## src/rtl/core/aftf_pkg.sv

```systemverilog
package aftf_pkg;

    localparam int BYTE_W = 8;
    localparam int ADDR_W = 64;
    localparam int CFG_INDEX_W = 3;
    localparam int STEP_W = 5;

    typedef logic [BYTE_W-1:0] byte_t;
    typedef logic [STEP_W-1:0] step_t;

    // Configuration register indexes.
    localparam logic [CFG_INDEX_W-1:0] REG_DEST_ADDRESS = 3'd0;
    localparam logic [CFG_INDEX_W-1:0] REG_FRAME_TYPE = 3'd1;
    localparam logic [CFG_INDEX_W-1:0] REG_FRAME_ID = 3'd2;
    localparam logic [CFG_INDEX_W-1:0] REG_HOP_LIMIT = 3'd3;
    localparam logic [CFG_INDEX_W-1:0] REG_TX_OPTIONS = 3'd4;
    localparam logic [CFG_INDEX_W-1:0] REG_PAYLOAD_LENGTH = 3'd5;

    // Reset values of the registers.
    localparam logic [ADDR_W-1:0] RST_DEST_ADDRESS = 64'd0;
    localparam byte_t RST_FRAME_TYPE = 8'd16;
    localparam byte_t RST_FRAME_ID = 8'd0;
    localparam byte_t RST_HOP_LIMIT = 8'd0;
    localparam byte_t RST_TX_OPTIONS = 8'd0;
    localparam byte_t RST_PAYLOAD_LENGTH = 8'd64;

    // Frame constants.
    localparam byte_t START_DELIM = 8'h7E;
    localparam byte_t LEN_MSB = 8'h00;
    localparam byte_t LEN_BASE = 8'd14;
    localparam byte_t MAX_PAYLOAD = 8'd241;
    localparam byte_t CONST_FF = 8'hFF;
    localparam byte_t CONST_FE = 8'hFE;

    // Sequencer steps: one output word per step.
    localparam step_t STEP_SOF = 5'd0;
    localparam step_t STEP_LEN_MSB = 5'd1;
    localparam step_t STEP_LEN_LSB = 5'd2;
    localparam step_t STEP_TYPE = 5'd3;
    localparam step_t STEP_ID = 5'd4;
    localparam step_t STEP_DEST_FIRST = 5'd5;
    localparam step_t STEP_DEST_LAST = 5'd12;
    localparam step_t STEP_FF = 5'd13;
    localparam step_t STEP_FE = 5'd14;
    localparam step_t STEP_RADIUS = 5'd15;
    localparam step_t STEP_OPTION = 5'd16;
    localparam step_t STEP_PAYLOAD = 5'd17;
    localparam step_t STEP_CSUM = 5'd18;

    typedef struct packed {
        logic [ADDR_W-1:0] dest_address;
        byte_t frame_type;
        byte_t frame_id;
        byte_t hop_limit;
        byte_t tx_options;
        byte_t eff_length;
    } cfg_t;

    function automatic byte_t clamp_length(input byte_t len);
        byte_t n;
        n = len;
        if (n == 8'd0)
        begin
            n = 8'd1;
        end
        else if (n > MAX_PAYLOAD)
        begin
            n = MAX_PAYLOAD;
        end
        return n;
    endfunction

endpackage

```

## src/rtl/core/aftf_cfg_regs.sv

```systemverilog
module aftf_cfg_regs (
    input  logic                               clk,
    input  logic                               rst_n,
    input  logic                               cfg_valid,
    output logic                               cfg_ready,
    input  logic [aftf_pkg::CFG_INDEX_W-1:0]   cfg_index,
    input  logic [aftf_pkg::ADDR_W-1:0]        cfg_data,
    output aftf_pkg::cfg_t                     cfg
);

    logic [aftf_pkg::ADDR_W-1:0] dest_address_reg;
    aftf_pkg::byte_t frame_type_reg;
    aftf_pkg::byte_t frame_id_reg;
    aftf_pkg::byte_t hop_limit_reg;
    aftf_pkg::byte_t tx_options_reg;
    aftf_pkg::byte_t payload_length_reg;
    aftf_pkg::byte_t wr_byte;

    assign cfg_ready = 1'b1;
    assign wr_byte = cfg_data[aftf_pkg::BYTE_W-1:0];

    always_ff @(posedge clk or negedge rst_n)
    begin
        if (!rst_n)
        begin
            dest_address_reg <= aftf_pkg::RST_DEST_ADDRESS;
            frame_type_reg <= aftf_pkg::RST_FRAME_TYPE;
            frame_id_reg <= aftf_pkg::RST_FRAME_ID;
            hop_limit_reg <= aftf_pkg::RST_HOP_LIMIT;
            tx_options_reg <= aftf_pkg::RST_TX_OPTIONS;
            payload_length_reg <= aftf_pkg::RST_PAYLOAD_LENGTH;
        end
        else if (cfg_valid)
        begin
            case (cfg_index)
                aftf_pkg::REG_DEST_ADDRESS: dest_address_reg <= cfg_data;
                aftf_pkg::REG_FRAME_TYPE: frame_type_reg <= wr_byte;
                aftf_pkg::REG_FRAME_ID: frame_id_reg <= wr_byte;
                aftf_pkg::REG_HOP_LIMIT: hop_limit_reg <= wr_byte;
                aftf_pkg::REG_TX_OPTIONS: tx_options_reg <= wr_byte;
                aftf_pkg::REG_PAYLOAD_LENGTH: payload_length_reg <= wr_byte;
                default: ;
            endcase
        end
    end

    always_comb
    begin
        cfg.dest_address = dest_address_reg;
        cfg.frame_type = frame_type_reg;
        cfg.frame_id = frame_id_reg;
        cfg.hop_limit = hop_limit_reg;
        cfg.tx_options = tx_options_reg;
        cfg.eff_length = aftf_pkg::clamp_length(payload_length_reg);
    end

endmodule

```

## src/rtl/core/api_frame_transmit_framer_unit.sv

```systemverilog
// Channel   Direction  Fields (lowest bit first)
// s_axis    in         tdata: payload_byte
// m_axis    out        tdata: tx_byte; tlast: run_last; tuser: frame_end
// cfg       in         cfg_index, cfg_data (register write)
//
// One output word leaves per cycle while m_tready is high; the header/payload/checksum
// sequencer is the limit. A frame's first word gives 17 header words and its payload,
// a middle word its payload, the last payload and checksum, a one-word frame all three.
// A new word is taken in the cycle the held word emits its last output.
// The output register holds while m_tready is low; the input stalls behind it.
// Reset starts a new frame with the register reset values.
module api_frame_transmit_framer_unit (
    input  logic                               clk,
    input  logic                               rst_n,
    input  logic                               s_tvalid,
    output logic                               s_tready,
    input  logic [7:0]                         s_tdata,   // [7:0] payload_byte
    output logic                               m_tvalid,
    input  logic                               m_tready,
    output logic [7:0]                         m_tdata,   // [7:0] tx_byte
    output logic                               m_tlast,
    output logic                               m_tuser,   // [0] frame_end
    input  logic                               cfg_valid,
    output logic                               cfg_ready,
    input  logic [aftf_pkg::CFG_INDEX_W-1:0]   cfg_index,
    input  logic [aftf_pkg::ADDR_W-1:0]        cfg_data
);

    aftf_pkg::cfg_t cfg;

    logic in_valid_reg, in_valid_next;
    aftf_pkg::byte_t in_byte_reg;
    aftf_pkg::step_t step_reg, step_next;
    aftf_pkg::byte_t pos_reg, pos_next;
    aftf_pkg::byte_t sum_reg, sum_next;
    logic out_valid_reg, out_valid_next;
    aftf_pkg::byte_t out_byte_reg;
    logic out_last_reg, out_end_reg;

    logic out_adv;
    logic emit;
    logic frame_done;
    logic item_done;
    logic load;
    logic [2:0] dest_sel;
    aftf_pkg::byte_t cur_byte;
    logic cur_end;
    logic [aftf_pkg::BYTE_W:0] pos_inc;

    aftf_cfg_regs u_cfg (
        .clk       (clk),
        .rst_n     (rst_n),
        .cfg_valid (cfg_valid),
        .cfg_ready (cfg_ready),
        .cfg_index (cfg_index),
        .cfg_data  (cfg_data),
        .cfg       (cfg)
    );

    assign out_adv = !out_valid_reg || m_tready;
    assign emit = in_valid_reg && out_adv;
    assign pos_inc = {1'b0, pos_reg} + 9'd1;
    assign frame_done = pos_inc >= {1'b0, cfg.eff_length};
    assign dest_sel = 3'(aftf_pkg::STEP_DEST_LAST - step_reg);
    assign item_done = (step_reg == aftf_pkg::STEP_CSUM)
                    || (step_reg == aftf_pkg::STEP_PAYLOAD && !frame_done);
    assign s_tready = !in_valid_reg || (emit && item_done);
    assign load = s_tvalid && s_tready;

    always_comb
    begin
        cur_end = 1'b0;
        case (step_reg) inside
            aftf_pkg::STEP_SOF: cur_byte = aftf_pkg::START_DELIM;
            aftf_pkg::STEP_LEN_MSB: cur_byte = aftf_pkg::LEN_MSB;
            aftf_pkg::STEP_LEN_LSB: cur_byte = aftf_pkg::LEN_BASE + cfg.eff_length;
            aftf_pkg::STEP_TYPE: cur_byte = cfg.frame_type;
            aftf_pkg::STEP_ID: cur_byte = cfg.frame_id;
            [aftf_pkg::STEP_DEST_FIRST:aftf_pkg::STEP_DEST_LAST]:
                cur_byte = cfg.dest_address[{dest_sel, 3'b000} +: aftf_pkg::BYTE_W];
            aftf_pkg::STEP_FF: cur_byte = aftf_pkg::CONST_FF;
            aftf_pkg::STEP_FE: cur_byte = aftf_pkg::CONST_FE;
            aftf_pkg::STEP_RADIUS: cur_byte = cfg.hop_limit;
            aftf_pkg::STEP_OPTION: cur_byte = cfg.tx_options;
            aftf_pkg::STEP_PAYLOAD: cur_byte = in_byte_reg;
            aftf_pkg::STEP_CSUM:
            begin
                cur_byte = ~sum_reg;
                cur_end = 1'b1;
            end
            default: cur_byte = '0;
        endcase
    end

    always_comb
    begin
        step_next = step_reg;
        pos_next = pos_reg;
        sum_next = sum_reg;
        in_valid_next = in_valid_reg;
        out_valid_next = out_valid_reg && !m_tready;
        if (emit)
        begin
            out_valid_next = 1'b1;
            if (step_reg == aftf_pkg::STEP_SOF)
            begin
                sum_next = '0;
            end
            else if (step_reg >= aftf_pkg::STEP_TYPE && step_reg <= aftf_pkg::STEP_PAYLOAD)
            begin
                sum_next = sum_reg + cur_byte;
            end
            if (step_reg == aftf_pkg::STEP_PAYLOAD)
            begin
                pos_next = pos_inc[aftf_pkg::BYTE_W-1:0];
            end
            if (step_reg == aftf_pkg::STEP_CSUM)
            begin
                pos_next = '0;
                sum_next = '0;
            end
            if (item_done)
            begin
                in_valid_next = 1'b0;
            end
            else
            begin
                step_next = step_reg + aftf_pkg::step_t'(1);
            end
        end
        if (load)
        begin
            in_valid_next = 1'b1;
            step_next = (pos_next == '0) ? aftf_pkg::STEP_SOF : aftf_pkg::STEP_PAYLOAD;
        end
    end

    always_ff @(posedge clk or negedge rst_n)
    begin
        if (!rst_n)
        begin
            in_valid_reg <= 1'b0;
            step_reg <= aftf_pkg::STEP_SOF;
            pos_reg <= '0;
            sum_reg <= '0;
            out_valid_reg <= 1'b0;
        end
        else
        begin
            in_valid_reg <= in_valid_next;
            step_reg <= step_next;
            pos_reg <= pos_next;
            sum_reg <= sum_next;
            out_valid_reg <= out_valid_next;
        end
    end

    always_ff @(posedge clk)
    begin
        if (load)
        begin
            in_byte_reg <= s_tdata;
        end
        if (emit)
        begin
            out_byte_reg <= cur_byte;
            out_last_reg <= item_done;
            out_end_reg <= cur_end;
        end
    end

    assign m_tvalid = out_valid_reg;
    assign m_tdata = out_byte_reg;
    assign m_tlast = out_last_reg;
    assign m_tuser = out_end_reg;

    a_csum_is_last: assert property (@(posedge clk) disable iff (!rst_n)
        m_tvalid && m_tuser |-> m_tlast)
        else $error("checksum word without tlast");

    a_step_range: assert property (@(posedge clk) disable iff (!rst_n)
        step_reg <= aftf_pkg::STEP_CSUM)
        else $error("sequencer step out of range");

    a_header_at_start: assert property (@(posedge clk) disable iff (!rst_n)
        in_valid_reg && step_reg == aftf_pkg::STEP_SOF |-> pos_reg == '0)
        else $error("header started inside a frame");

    a_mid_payload_last: assert property (@(posedge clk) disable iff (!rst_n)
        emit && step_reg == aftf_pkg::STEP_PAYLOAD && !frame_done
        |=> m_tvalid && m_tlast && !m_tuser)
        else $error("middle payload word not marked last");

endmodule
```

## config.mk

```make
export PLATFORM = sky130hd
export DESIGN_NAME = api_frame_transmit_framer_unit
export DESIGN_NICKNAME = d
export VERILOG_FILES = /design/src/rtl/core/aftf_pkg.sv /design/src/rtl/core/aftf_cfg_regs.sv /design/src/rtl/core/api_frame_transmit_framer_unit.sv
export SDC_FILE = /design/constraint.sdc
export NUM_CORES = 1
export LEC_CHECK = 0
export ABC_AREA = 1
export BUFFER_PORTS_ARGS = -buffer_cell sky130_fd_sc_hd__buf_4
export CAP_MARGIN = 25
export CORE_MARGIN = 2
export CORE_UTILIZATION = 35
export CTS_BUF_LIST = sky130_fd_sc_hd__clkbuf_4
export CTS_CLUSTER_SIZE = 20
export DETAILED_ROUTE_END_ITERATION = 7
export GPL_TIMING_DRIVEN = 0
export PLACE_DENSITY_LB_ADDON = 0.1
export SLEW_MARGIN = 30
export SYNTH_ARGS = -nofsm -noshare
export SYNTH_HDL_FRONTEND = slang
export SYNTH_SLANG_ARGS = --single-unit
export TNS_END_PERCENT = 20
```

## constraint.sdc

```tcl
create_clock -name clk -period 5.35 [get_ports clk]
set_clock_uncertainty 0.15 [all_clocks]
set_input_delay 0.2675 -clock clk [delete_from_list [all_inputs] [get_ports clk]]
set_output_delay 0.2675 -clock clk [all_outputs]
set_load 0.01 [all_outputs]
```

==> results of run 1 <==
power by group through the flow:
stage	Sequential, W	Combinational [W]	Clock (W)
2_1_floorplan	0.00161	0.00183	0
3_3_place_gp	0.00164	0.00260	0
3_5_place_dp	0.00164	0.00262	0
4_1_cts	0.00162	0.00268	0.000819
5_1_grt	0.00166	0.00304	0.000864
6_report	0.00162	0.00265	0.000801
cells by family (layout without fill, tap and decap cells):
family | count (synthesis) | in the layout | share of synthesized area [%]
AOI/OAI and AO/OA | 143 | 143 | 10.1
xor gates and xnor gates | 9 | 9 | 1.01
adders and majority gates | 23 | 23 | 3.79
buffers and inverters | 145 | 344 | 7.30
DFF | 145 | 145 | 47.7
muxes | 55 | 55 | 7.95
other | 1 | 3 | 0.0481
and+or+nand+nor | 402 | 402 | 22.1
critical path, delay by kind of cell, from the launching register on:
family / cells / cell delay, ns
buf+inv: 8 / 1.50
fa+ha+maj: 3 / 0.92
compound gates: 7 / 0.91
simple gates: 7 / 0.55
flops: 1 / 0.44
xor+xnor: 1 / 0.16
Yosys cell counts, types with 3 or more instances:
cell	instances	area [um2]
nand2_1	266	998
dfrtp_1	125	3130
inv_1	107	402
nand3_1	77	385
o21ai_0	74	370
mux2_2	55	619
a21oi_1	38	190
nor2_1	29	109
ha_1	22	275
edfxtp_1	18	541
clkbuf_1	17	63.8
buf_2	12	60.1
a22oi_1	9	67.6
nand4_1	7	43.8
xor2_1	7	61.3
o211ai_1	6	45.0
a211oi_1	5	37.5
inv_2	5	18.8
nand2_2	5	31.3
o22ai_1	5	31.3
or2_2	4	25.0
a31oi_1	3	18.8
nor3_1	3	15.0
worst min-delay path by stage:
stage | from | end | slack [ns] | depth (start not counted)
floorplan | rst_n | in_valid_reg | -0.18 | 0
detailed placement | rst_n | pos_reg[3] | 0.08 | 1
CTS | cfg_index[1] | u_cfg.frame_type_reg[1] | 0.02 | 5
global placement | s_tdata[2] | in_byte_reg[2] | 0.30 | 1
global route | rst_n | pos_reg[3] | 0.02 | 2
finish | rst_n | pos_reg[3] | 0.02 | 2
layer usage:
layer  vias to the layer above  wire [um]  track usage (%)
met5                         -          0                0
met4                         0        363             5.42
met3                        21        740             3.32
met2                       126      10700             33.6
met1                      3230      10600             26.9
li1                       3398          -                -
timing repair:
item	in CTS	in global routing
endpoints found under the hold margin	238	0
hold buffers	75	0
setup buffers	0	0
layout make-up:
type                       instances  area, um2
fill                            2232      11900
sequential                       145       3720
multi-input combinational        633       3500
timing repair buffer             167       1470
inverter                         114        430
tap                              280        350
clock inverter                    15        189
buffer                            31        139
clock buffer                      17        128
antenna                            2       5.00
metrics by stage:
stage / cell area [um2] / total power [W] / setup slack (ns)
5_1_grt: 9930 / 0.00556 / 0.128
4_1_cts: 9930 / 0.00511 / 0.563
6_report: 9930 / 0.00507 / 0.611
3_5_place_dp: 8860 / 0.00426 / 0.630
3_3_place_gp: 8830 / 0.00424 / 0.634
2_1_floorplan: 7790 / 0.00344 / 1.71
==> impl_metrics.csv, run 1 <==
group,metric,value,unit
cells_and_area,drive_above_1_share,19.4,%
synthesis,synth_ff_type,"dfrtp_1",
pwr,p_int,0.00273,W
critical_path,crit_path_end,"sum_reg[6]",
sta,rsz0062_at_grt,"no",
pwr,power.share.sequential,31.9,%
synthesis,seq_area_frac_synth,47.7,%
global_route,grt_usage,20.0,%
sta,hold_ws,0.0207,ns
pwr,vdd.ir_drop.worst,0.162,mV
critical_path,worstSetupStartpointType,"register",
pwr,power.switching,0.00234,W
synthesis,syn-num-nets,1026,
route,ant_nets,0,
cts,cts_tree,"built",
route,vias_per_cell,4.83,
route,drc,0,
route,dr.pass1.iters,5,
global_route,grt_pass1_vias,6877,
cells_and_area,area_growth,27.5,%
pwr,p_leak,4.94,nW
synthesis,yosysWarnings,0,
sta,relSlewSlack,56.5,%
flow_run,max_cap_violations,0,
critical_path,path_class,"register to register",
critical_path,worst_ep_required_time,5.67,ns
route,drt_wl_total,22400,um
pwr,p_comb_share,52.3,%
global_route,grt_start_max_net_pins,71,
cts,clk_path_buf_depth,2,
critical_path,worstPathArrival,5.06,ns
die,fp.dieW,153,um
placement,port_buffers,91,
cts,clk_latency,0.60,ns
critical_path,reg2reg_to,"sum_reg[6]",
placement,dp_cells,1295,
synthesis,syn_area_per_cell,8.44,um2
sta,worst_pin_slew,0.652,ns
sta,final.min_clock_period,4.74,ns
global_route,antenna_found_initial,2,
cells_and_area,layout_commonest_cell,"nand2_1",
synthesis,syn_inst,923,
cells_and_area,final_cell_mix,"nand2_1 (266), dfrtp_1 (125), inv_1 (107)",
synthesis,ys_ff_latch,145,
cts,clock_sinks,145,
cts,ctsResizeCount,0,
cells_and_area,largest_register_ffs,64,
cts,cts_root_buf,"clkbuf_4",
critical_path,critPathSlowestCell,"dfrtp_1",
critical_path,crit_path_max_incr_delay,0.44,ns
die,dieArea,23500,um2
critical_path,reg2reg_from,"step_reg[0]",
critical_path,cp_common_cell,"nand2_1",
outcome,status,"finished clean",
synthesis,synth-edff-count,18,
pwr,p_clk_share,15.8,%
sta,slew_violations,0,
sta,period_share,88.6,%
critical_path,cp_max_fo,11,
route,vias,6775,
route,routedWlPerCell,16.0,um
die,ios,93,
synthesis,synth-async-reset-ratio,87.6,%
critical_path,r2r_setup_slack,0.61,ns
cells_and_area,nets,1212,
cells_and_area,final_util,45.5,%
sta,finalHoldViolations,0,
global_route,grt_overflow_total,0,
placement,place_congestion,0.794,
critical_path,crit_start,"step_reg[0]",
sta,setup_viol_count_final,0,
cts,cts_max_level,4,
cts,cts_buffers,17,
sta,max_freq,211,MHz
critical_path,end_kind,"register",
placement,dp_hpwl,16300,um
die,core,21800,um2
global_route,grt_first_pass_wirelength,36900,um
cts,cts.clk_slew.worst_paths,0.15,ns
pwr,powerDensity,510,nW/um2
pwr,switching_share,46.1,%
die,start_util,35.7,%
sta,setup_tns,0,ns
critical_path,rr_worst_depth,26,
cells_and_area,stdcell_count,1404,
synthesis,ys_types,40,
synthesis,syn_area,7790,um2
die,fp.dieH,153,um
die,rows,54,
route,drtIter0Drc,375,
hold_path,hold_path_class,"input pin to asynchronous set/reset pin",
No activity file was read; power rests on OpenSTA's default activity.
==> run 2, diff against run 1 <==
--- a/config.mk
+++ b/config.mk
@@ -8,8 +8,10 @@
 export ABC_AREA = 1
 export BUFFER_PORTS_ARGS = -buffer_cell sky130_fd_sc_hd__buf_4
 export CAP_MARGIN = 25
+export CELL_PAD_IN_SITES_DETAIL_PLACEMENT = 1
+export CELL_PAD_IN_SITES_GLOBAL_PLACEMENT = 2
 export CORE_MARGIN = 2
-export CORE_UTILIZATION = 35
+export CORE_UTILIZATION = 39
 export CTS_BUF_LIST = sky130_fd_sc_hd__clkbuf_4
 export CTS_CLUSTER_SIZE = 20
 export DETAILED_ROUTE_END_ITERATION = 7
==> run 2 against run 1 <==
Against the previous run: sequential power barely moved; fmax fell by 3.2%; clock power fell by 7.4%; first-iteration DRC count fell by 4.5%; register-to-register slack got worse by 0.16 ns; setup slack got worse by 0.16 ns; cell area fell by 0.26%; sequential cell count did not move; die area fell by 10%; global-route usage rose by 4.5 points; non-clock buffer count rose by 2; via count rose by 3.4%; critical path type unchanged.
==> impl_metrics.csv, run 2 (synthesis results as in run 1) <==
group,metric,value,unit
critical_path,crit_path_max_incr_delay,0.44,ns
sta,setup_tns,0,ns
hold_path,min-delay-start,"cfg_index[1]",
cells_and_area,largest_register_ffs,64,
global_route,grt_first_pass_wirelength,40400,um
sta,finalHoldViolations,0,
hold_path,hold_path_class,"input pin to register",
sta,max_freq,204,MHz
route,drt_wl_total,25200,um
sta,worst_pin_slew,0.666,ns
placement,place_congestion,0.809,
route,dr.pass1.iters,4,
cells_and_area,layout_commonest_cell,"nand2_1",
flow_run,max_cap_violations,0,
pwr,powerDensity,517,nW/um2
route,vias_per_cell,5.03,
sta,slew_violations,0,
die,start_util,39.9,%
critical_path,critPathSlowestCell,"dfrtp_1",
placement,dp_hpwl,17800,um
route,drtIter0Drc,358,
outcome,status,"finished clean",
route,drc,0,
cells_and_area,drive_above_1_share,19.2,%
cts,cts_buffers,17,
cts,clock_sinks,145,
pwr,vdd.ir_drop.worst,0.162,mV
sta,relSlewSlack,55.6,%
cts,clk_latency,0.57,ns
cells_and_area,area_growth,27.1,%
hold_path,min_to,"u_cfg.frame_id_reg[7]",
global_route,antenna_found_initial,3,
sta,setup_viol_count_final,0,
pwr,p_clk_share,14.5,%
sta,rsz0062_at_grt,"no",
route,routedWlPerCell,18.1,um
critical_path,worstSetupStartpointType,"register",
pwr,p_comb_share,53.6,%
critical_path,rr_worst_depth,26,
placement,port_buffers,91,
critical_path,path_class,"register to register",
cts,cts.clk_slew.worst_paths,0.14,ns
pwr,p_int,0.00272,W
pwr,p_leak,4.94,nW
critical_path,reg2reg_to,"sum_reg[6]",
cells_and_area,final_cell_mix,"nand2_1 (266), dfrtp_1 (125), inv_1 (107)",
sta,setup_ws,0.454,ns
placement,place_ws,0.443,ns
critical_path,end_kind,"register",
global_route,grt_start_max_net_pins,81,
die,rows,51,
hold_path,whs_path_depth,4,
critical_path,cp_max_fo,11,
cts,cts_max_level,4,
die,fp.dieW,145,um
critical_path,worst_ep_required_time,5.66,ns
sta,final.min_clock_period,4.90,ns
cts,cts_root_buf,"clkbuf_4",
die,ios,93,
pwr,power.switching,0.00240,W
global_route,grt_overflow_total,0,
global_route,grt_usage,24.5,%
cts,clk_path_buf_depth,2,
route,vias,7008,
critical_path,r2r_setup_slack,0.45,ns
critical_path,worstPathArrival,5.21,ns
cts,cts_tree,"built",
cells_and_area,nFillCells,2399,
cells_and_area,nets,1214,
route,ant_nets,0,
global_route,grt_pass1_vias,7424,
pwr,power.share.sequential,31.9,%
critical_path,cp_common_cell,"nand2_1",
cts,ctsResizeCount,0,
critical_path,reg2reg_from,"step_reg[0]",
die,core,19500,um2
sta,period_share,91.5,%
die,fp.dieH,145,um
cts,post_cts_buffers,0,
pwr,switching_share,46.9,%
die,dieArea,21100,um2
-- run 2: cell count changes in the layout (fill, tap and decap cells not counted), moves of 2 or more --
cell           delta
clkinvlp_4        -2
clkinv_1          +2
dlygate4sd3_1     +2
inv_6             -2
clkinv_4          +4
inv_8             -3
clkinv_2          +2
-- run 2: timing repair --
item                                    4_1_cts  5_1_grt
hold buffers                                 77        0
hold endpoints to repair                    235        0
endpoints found under the setup margin        0        0
-- run 2: worst max-delay path by stage --
stage                            from         end  slack (ns)  cells past startpoint
after floorplan           step_reg[0]  sum_reg[6]        1.71                     26
after global placement    step_reg[0]  sum_reg[6]        0.48                     26
after detailed placement  step_reg[0]  sum_reg[6]        0.44                     26
after CTS                 step_reg[0]  sum_reg[6]        0.41                     26
after global routing      step_reg[0]  sum_reg[6]        0.12                     27
final                     step_reg[0]  sum_reg[6]        0.45                     26
-- run 2: layout make-up --
| cell class | instances | area (um2) | share of cell area (%) |
|---|---|---|---|
| Antenna cell | 3 | 7.51 | 0.0758 |
| Inverter | 114 | 430 | 4.34 |
| Multi-Input combinational cell | 633 | 3500 | 35.4 |
| Timing Repair Buffer | 169 | 1490 | 15.0 |
| Clock buffer | 17 | 128 | 1.29 |
| Sequential cell | 145 | 3720 | 37.6 |
| Clock inverter | 15 | 159 | 1.60 |
| Buffer | 31 | 139 | 1.40 |
| Tap cell | 265 | 332 | 3.35 |
-- run 2: stage by stage --
step / power (W) / hold WS, ns / util (%) / instances / area, um2
3_5_place_dp: 0.00434 / 0.0402 / 45.3 / 1280 / 8840
4_1_cts: 0.00512 / 0.00285 / 50.7 / 1389 / 9900
6_report: 0.00512 / 0.0395 / 50.7 / 1392 / 9910
3_3_place_gp: 0.00427 / 0.296 / 45.1 / 1279 / 8810
5_1_grt: 0.00558 / 0.0365 / 50.7 / 1392 / 9910
2_1_floorplan: 0.00344 / -0.178 / - / 923 / 7790
-- run 2: power groups by stage --
stage | logic (W) | registers, W | clock network (W)
2_1_floorplan | 0.00183 | 0.00161 | 0
3_3_place_gp | 0.00263 | 0.00164 | 0
3_5_place_dp | 0.00268 | 0.00166 | 0
4_1_cts | 0.00274 | 0.00163 | 0.000749
5_1_grt | 0.00311 | 0.00167 | 0.000798
6_report | 0.00274 | 0.00164 | 0.000742
-- run 2: per-layer routing --
metal	GRT usage [%]	vias up	wire length, um
met5	0	-	0
met4	6.62	0	419
met3	2.88	34	628
met2	42.9	112	12500
met1	32.3	3446	11600
li1	-	3416	-
-- run 2: worst max-delay path, delay by kind of cell (launching register included) --
kind,cells,cell delay [ns]
AOI/OAI and AO/OA,7,1.04
adders and majority gates,3,0.91
DFF,1,0.44
xor gates and xnor gates,1,0.16
buffers and inverters,8,1.47
and+or+nand+nor,7,0.58
==> run 3, diff against run 2 <==
--- a/config.mk
+++ b/config.mk
@@ -5,17 +5,15 @@
 export SDC_FILE = /design/constraint.sdc
 export NUM_CORES = 1
 export LEC_CHECK = 0
-export ABC_AREA = 1
 export BUFFER_PORTS_ARGS = -buffer_cell sky130_fd_sc_hd__buf_4
 export CAP_MARGIN = 25
 export CELL_PAD_IN_SITES_DETAIL_PLACEMENT = 1
 export CELL_PAD_IN_SITES_GLOBAL_PLACEMENT = 2
 export CORE_MARGIN = 2
-export CORE_UTILIZATION = 39
+export CORE_UTILIZATION = 44
 export CTS_BUF_LIST = sky130_fd_sc_hd__clkbuf_4
 export CTS_CLUSTER_SIZE = 20
 export DETAILED_ROUTE_END_ITERATION = 7
-export GPL_TIMING_DRIVEN = 0
 export PLACE_DENSITY_LB_ADDON = 0.1
 export SLEW_MARGIN = 30
 export SYNTH_ARGS = -nofsm -noshare
==> run 3 against run 2 <==
Against the previous run: setup slack better by 0.31 ns; sequential cell count unchanged; sequential power about the same; register-to-register slack better by 0.31 ns; cell count down 25%; non-clock buffer count down 22.
==> impl_metrics.csv, run 3 <==
group,metric,value,unit
die,fp.dieH,136,um
pwr,power.switching,0.00198,W
synthesis,ys_ff_latch,145,
flow_run,max_cap_violations,0,
sta,worst_pin_slew,0.879,ns
synthesis,syn-num-nets,743,
cts,clock_sinks,145,
synthesis,syn_inst,640,
pwr,p_comb_share,49.7,%
critical_path,crit_chain,"inv_1 > ha_1 > nor4bb_1 > buf_4 > nor2_1 > a221oi_1 > o21ai_1 > a22oi_1 > nand2_1 > a311o_1 > ha_1 > a21o_1 > a21oi_1 > o21ai_0 > o41ai_1 > o21ai_0 > a21o_1 > o211ai_1",
pwr,power.share.sequential,35.1,%
pwr,p_int,0.00279,W
die,ios,93,
route,drc,0,
placement,dp_hpwl,15100,um
synthesis,syn_area_per_cell,11.9,um2
critical_path,worst-path-buf-inv,2,
cts,ctsResizeCount,0,
pwr,switching_share,41.5,%
synthesis,ys_types,74,
critical_path,reg2reg_from,"step_reg[1]",
critical_path,crit_path_max_incr_delay,0.50,ns
synthesis,synth_ff_type,"dfrtp_1",
cells_and_area,drive_above_1_share,33.0,%
cts,post_cts_buffers,0,
synthesis,synth_most_common_cell,"dfrtp_1",
sta,period_share,85.8,%
global_route,antenna_found_initial,1,
cts,cts_buffers,17,
critical_path,crit_start,"step_reg[1]",
critical_path,path_delay_family,"compound AO/OA/AOI/OAI gates",
cells_and_area,design_area,9570,um2
placement,placed_area,8500,um2
cts,cts.clk_slew.worst_paths,0.15,ns
pwr,vdd.ir_drop.worst,0.324,mV
hold_path,hold_path_class,"input pin to register",
critical_path,critPathSlowestCell,"dfrtp_1",
synthesis,yosysWarnings,0,
sta,max_freq,218,MHz
route,dr.pass1.iters,4,
pwr,p_clk_share,15.3,%
die,fp.dieW,136,um
die,core,17100,um2
synthesis,syn_area,7610,um2
sta,relSlewSlack,41.2,%
synthesis,synthTopCellsByArea,"dfrtp_1 (41%), mux2_2 (15%), edfxtp_1 (7.1%)",
cells_and_area,final_cell_mix,"dfrtp_1 (125), mux2_2 (103), buf_4 (101)",
cells_and_area,area_growth,25.7,%
cts,cts_root_buf,"clkbuf_4",
synthesis,ys_top_cells_by_count,"dfrtp_1 (125), mux2_2 (103), nand2_1 (66)",
hold_path,min-delay-start,"cfg_index[1]",
die,start_util,44.5,%
synthesis,seq_area_frac_synth,48.9,%
pwr,powerDensity,498,nW/um2
pwr,p_leak,4.11,nW
placement,place_congestion,0.918,
sta,rsz0062_at_grt,"no",
cts,cts_hold_buffers,75,
cells_and_area,nets,910,
sta,setup_viol_count_final,0,
cells_and_area,layout_commonest_cell,"dfrtp_1",
route,routedWlPerCell,20.8,um
critical_path,worstPathArrival,4.95,ns
sta,final.min_clock_period,4.59,ns
placement,port_buffers,91,
global_route,grt_first_pass_wirelength,35100,um
critical_path,cp_max_fo,10,
cts,clk_latency,0.59,ns
cells_and_area,largest_register_ffs,64,
critical_path,end_kind,"register",
global_route,grt_usage,25.3,%
global_route,grt_start_max_net_pins,67,
sta,setup_tns,0,ns
die,dieArea,18400,um2
sta,slew_violations,0,
synthesis,synth-edff-count,18,
critical_path,worst_ep_required_time,5.71,ns
sta,finalHoldViolations,0,
route,vias_per_cell,5.59,
route,drt_wl_total,21700,um
cts,clk_path_buf_depth,2,
route,ant_nets,0,
die,rows,48,
cts,cts_tree,"built",
outcome,status,"finished clean",
synthesis,synth-async-reset-ratio,87.6,%
route,vias,5842,
synthesis,synth_top_area_cell,"dfrtp_1",
critical_path,worstSetupStartpointType,"register",
global_route,grt_pass1_vias,6319,
critical_path,path_class,"register to register",
global_route,grt_overflow_total,0,
synthesis,synth_top_area_share,41.1,%
route,drtIter0Drc,233,
cts,cts_max_level,4,
[run 3: cell types whose count changed after synthesis, sizes merged, moves of 8 or more]
cell    delta
nand2    -206
inv       -97
nand3     -61
mux2      +49
o21ai     -42
mux4      +16
a21oi     -13
a22oi      -8
nand2b     +8
[run 3: routing by layer]
metal | wire length [um] | share of wire [%] | GRT usage (%)
met5 | 0 | 0 | 0
met4 | 334 | 1.5 | 7.29
met3 | 813 | 3.7 | 4.64
met2 | 11300 | 52 | 44.3
met1 | 9270 | 43 | 32.0
[run 3: layout make-up]
cell class                      instances  area [um2]
Sequential cell                       145        3720
Timing Repair Buffer                  178        1540
Antenna cell                            1        2.50
Clock buffer                           17         128
Inverter                               16        60.1
Tap cell                              225         282
Fill cell                            1759        7550
Multi-Input combinational cell        449        3680
Clock inverter                         14         154
[run 3: path summary, 6_finish.rpt]
kind	end	depth (start not counted)	slack (ns)
worst min-delay path	u_cfg.tx_options_reg[7]	5	0.06
worst max-delay path	sum_reg[7]	18	0.76
worst max register to register	sum_reg[7]	18	0.76
max in group asynchronous	u_cfg.dest_address_reg[7]	5	3.13
worst min register to register	u_cfg.dest_address_reg[7]	1	0.37
min in group asynchronous	step_reg[1]	3	0.51
[run 3: through the flow]
step | worst slack (ns) | power [W] | util (%) | std cells | hold WS [ns]
floorplan | 1.10 | 0.00323 | - | 640 | -0.178
global placement | 1.13 | 0.00391 | 49.6 | 936 | 0.269
detailed placement | 0.816 | 0.00400 | 49.6 | 936 | 0.298
CTS | 0.762 | 0.00478 | 55.7 | 1042 | 0.0110
global route | 0.410 | 0.00510 | 55.9 | 1045 | 0.0680
finish | 0.761 | 0.00476 | 55.9 | 1045 | 0.0618
[run 3: kinds of logic (layout without fill, tap and decap cells)]
logic type               count (synthesis)  after routing  share of synthesized area, %
adder cells (fa/ha/maj)                 23             23                          3.88
flip-flops                             145            145                          48.9
AND/OR/NAND/NOR                        169            169                          11.7
other                                    1              2                        0.0493
multiplexers                           122            122                          20.4
XOR/XNOR                                17             17                          1.96
buffers and inverters                   46            225                          2.97
AO/OA/AOI/OAI                          117            117                          10.2
[run 3: worst min-delay path: stages]
cell and delay (ns):
buf_4 0.11, nor3_1 0.06, buf_4 0.17, nand2_1 0.07, o21ai_0 0.07
[run 3: power groups by stage]
stage | combinational, W | clock, W | sequential [W]
finish | 0.00236 | 0.000728 | 0.00167
global route | 0.00259 | 0.000796 | 0.00171
CTS | 0.00237 | 0.000749 | 0.00166
detailed placement | 0.00231 | 0 | 0.00169
global placement | 0.00224 | 0 | 0.00167
floorplan | 0.00164 | 0 | 0.00159
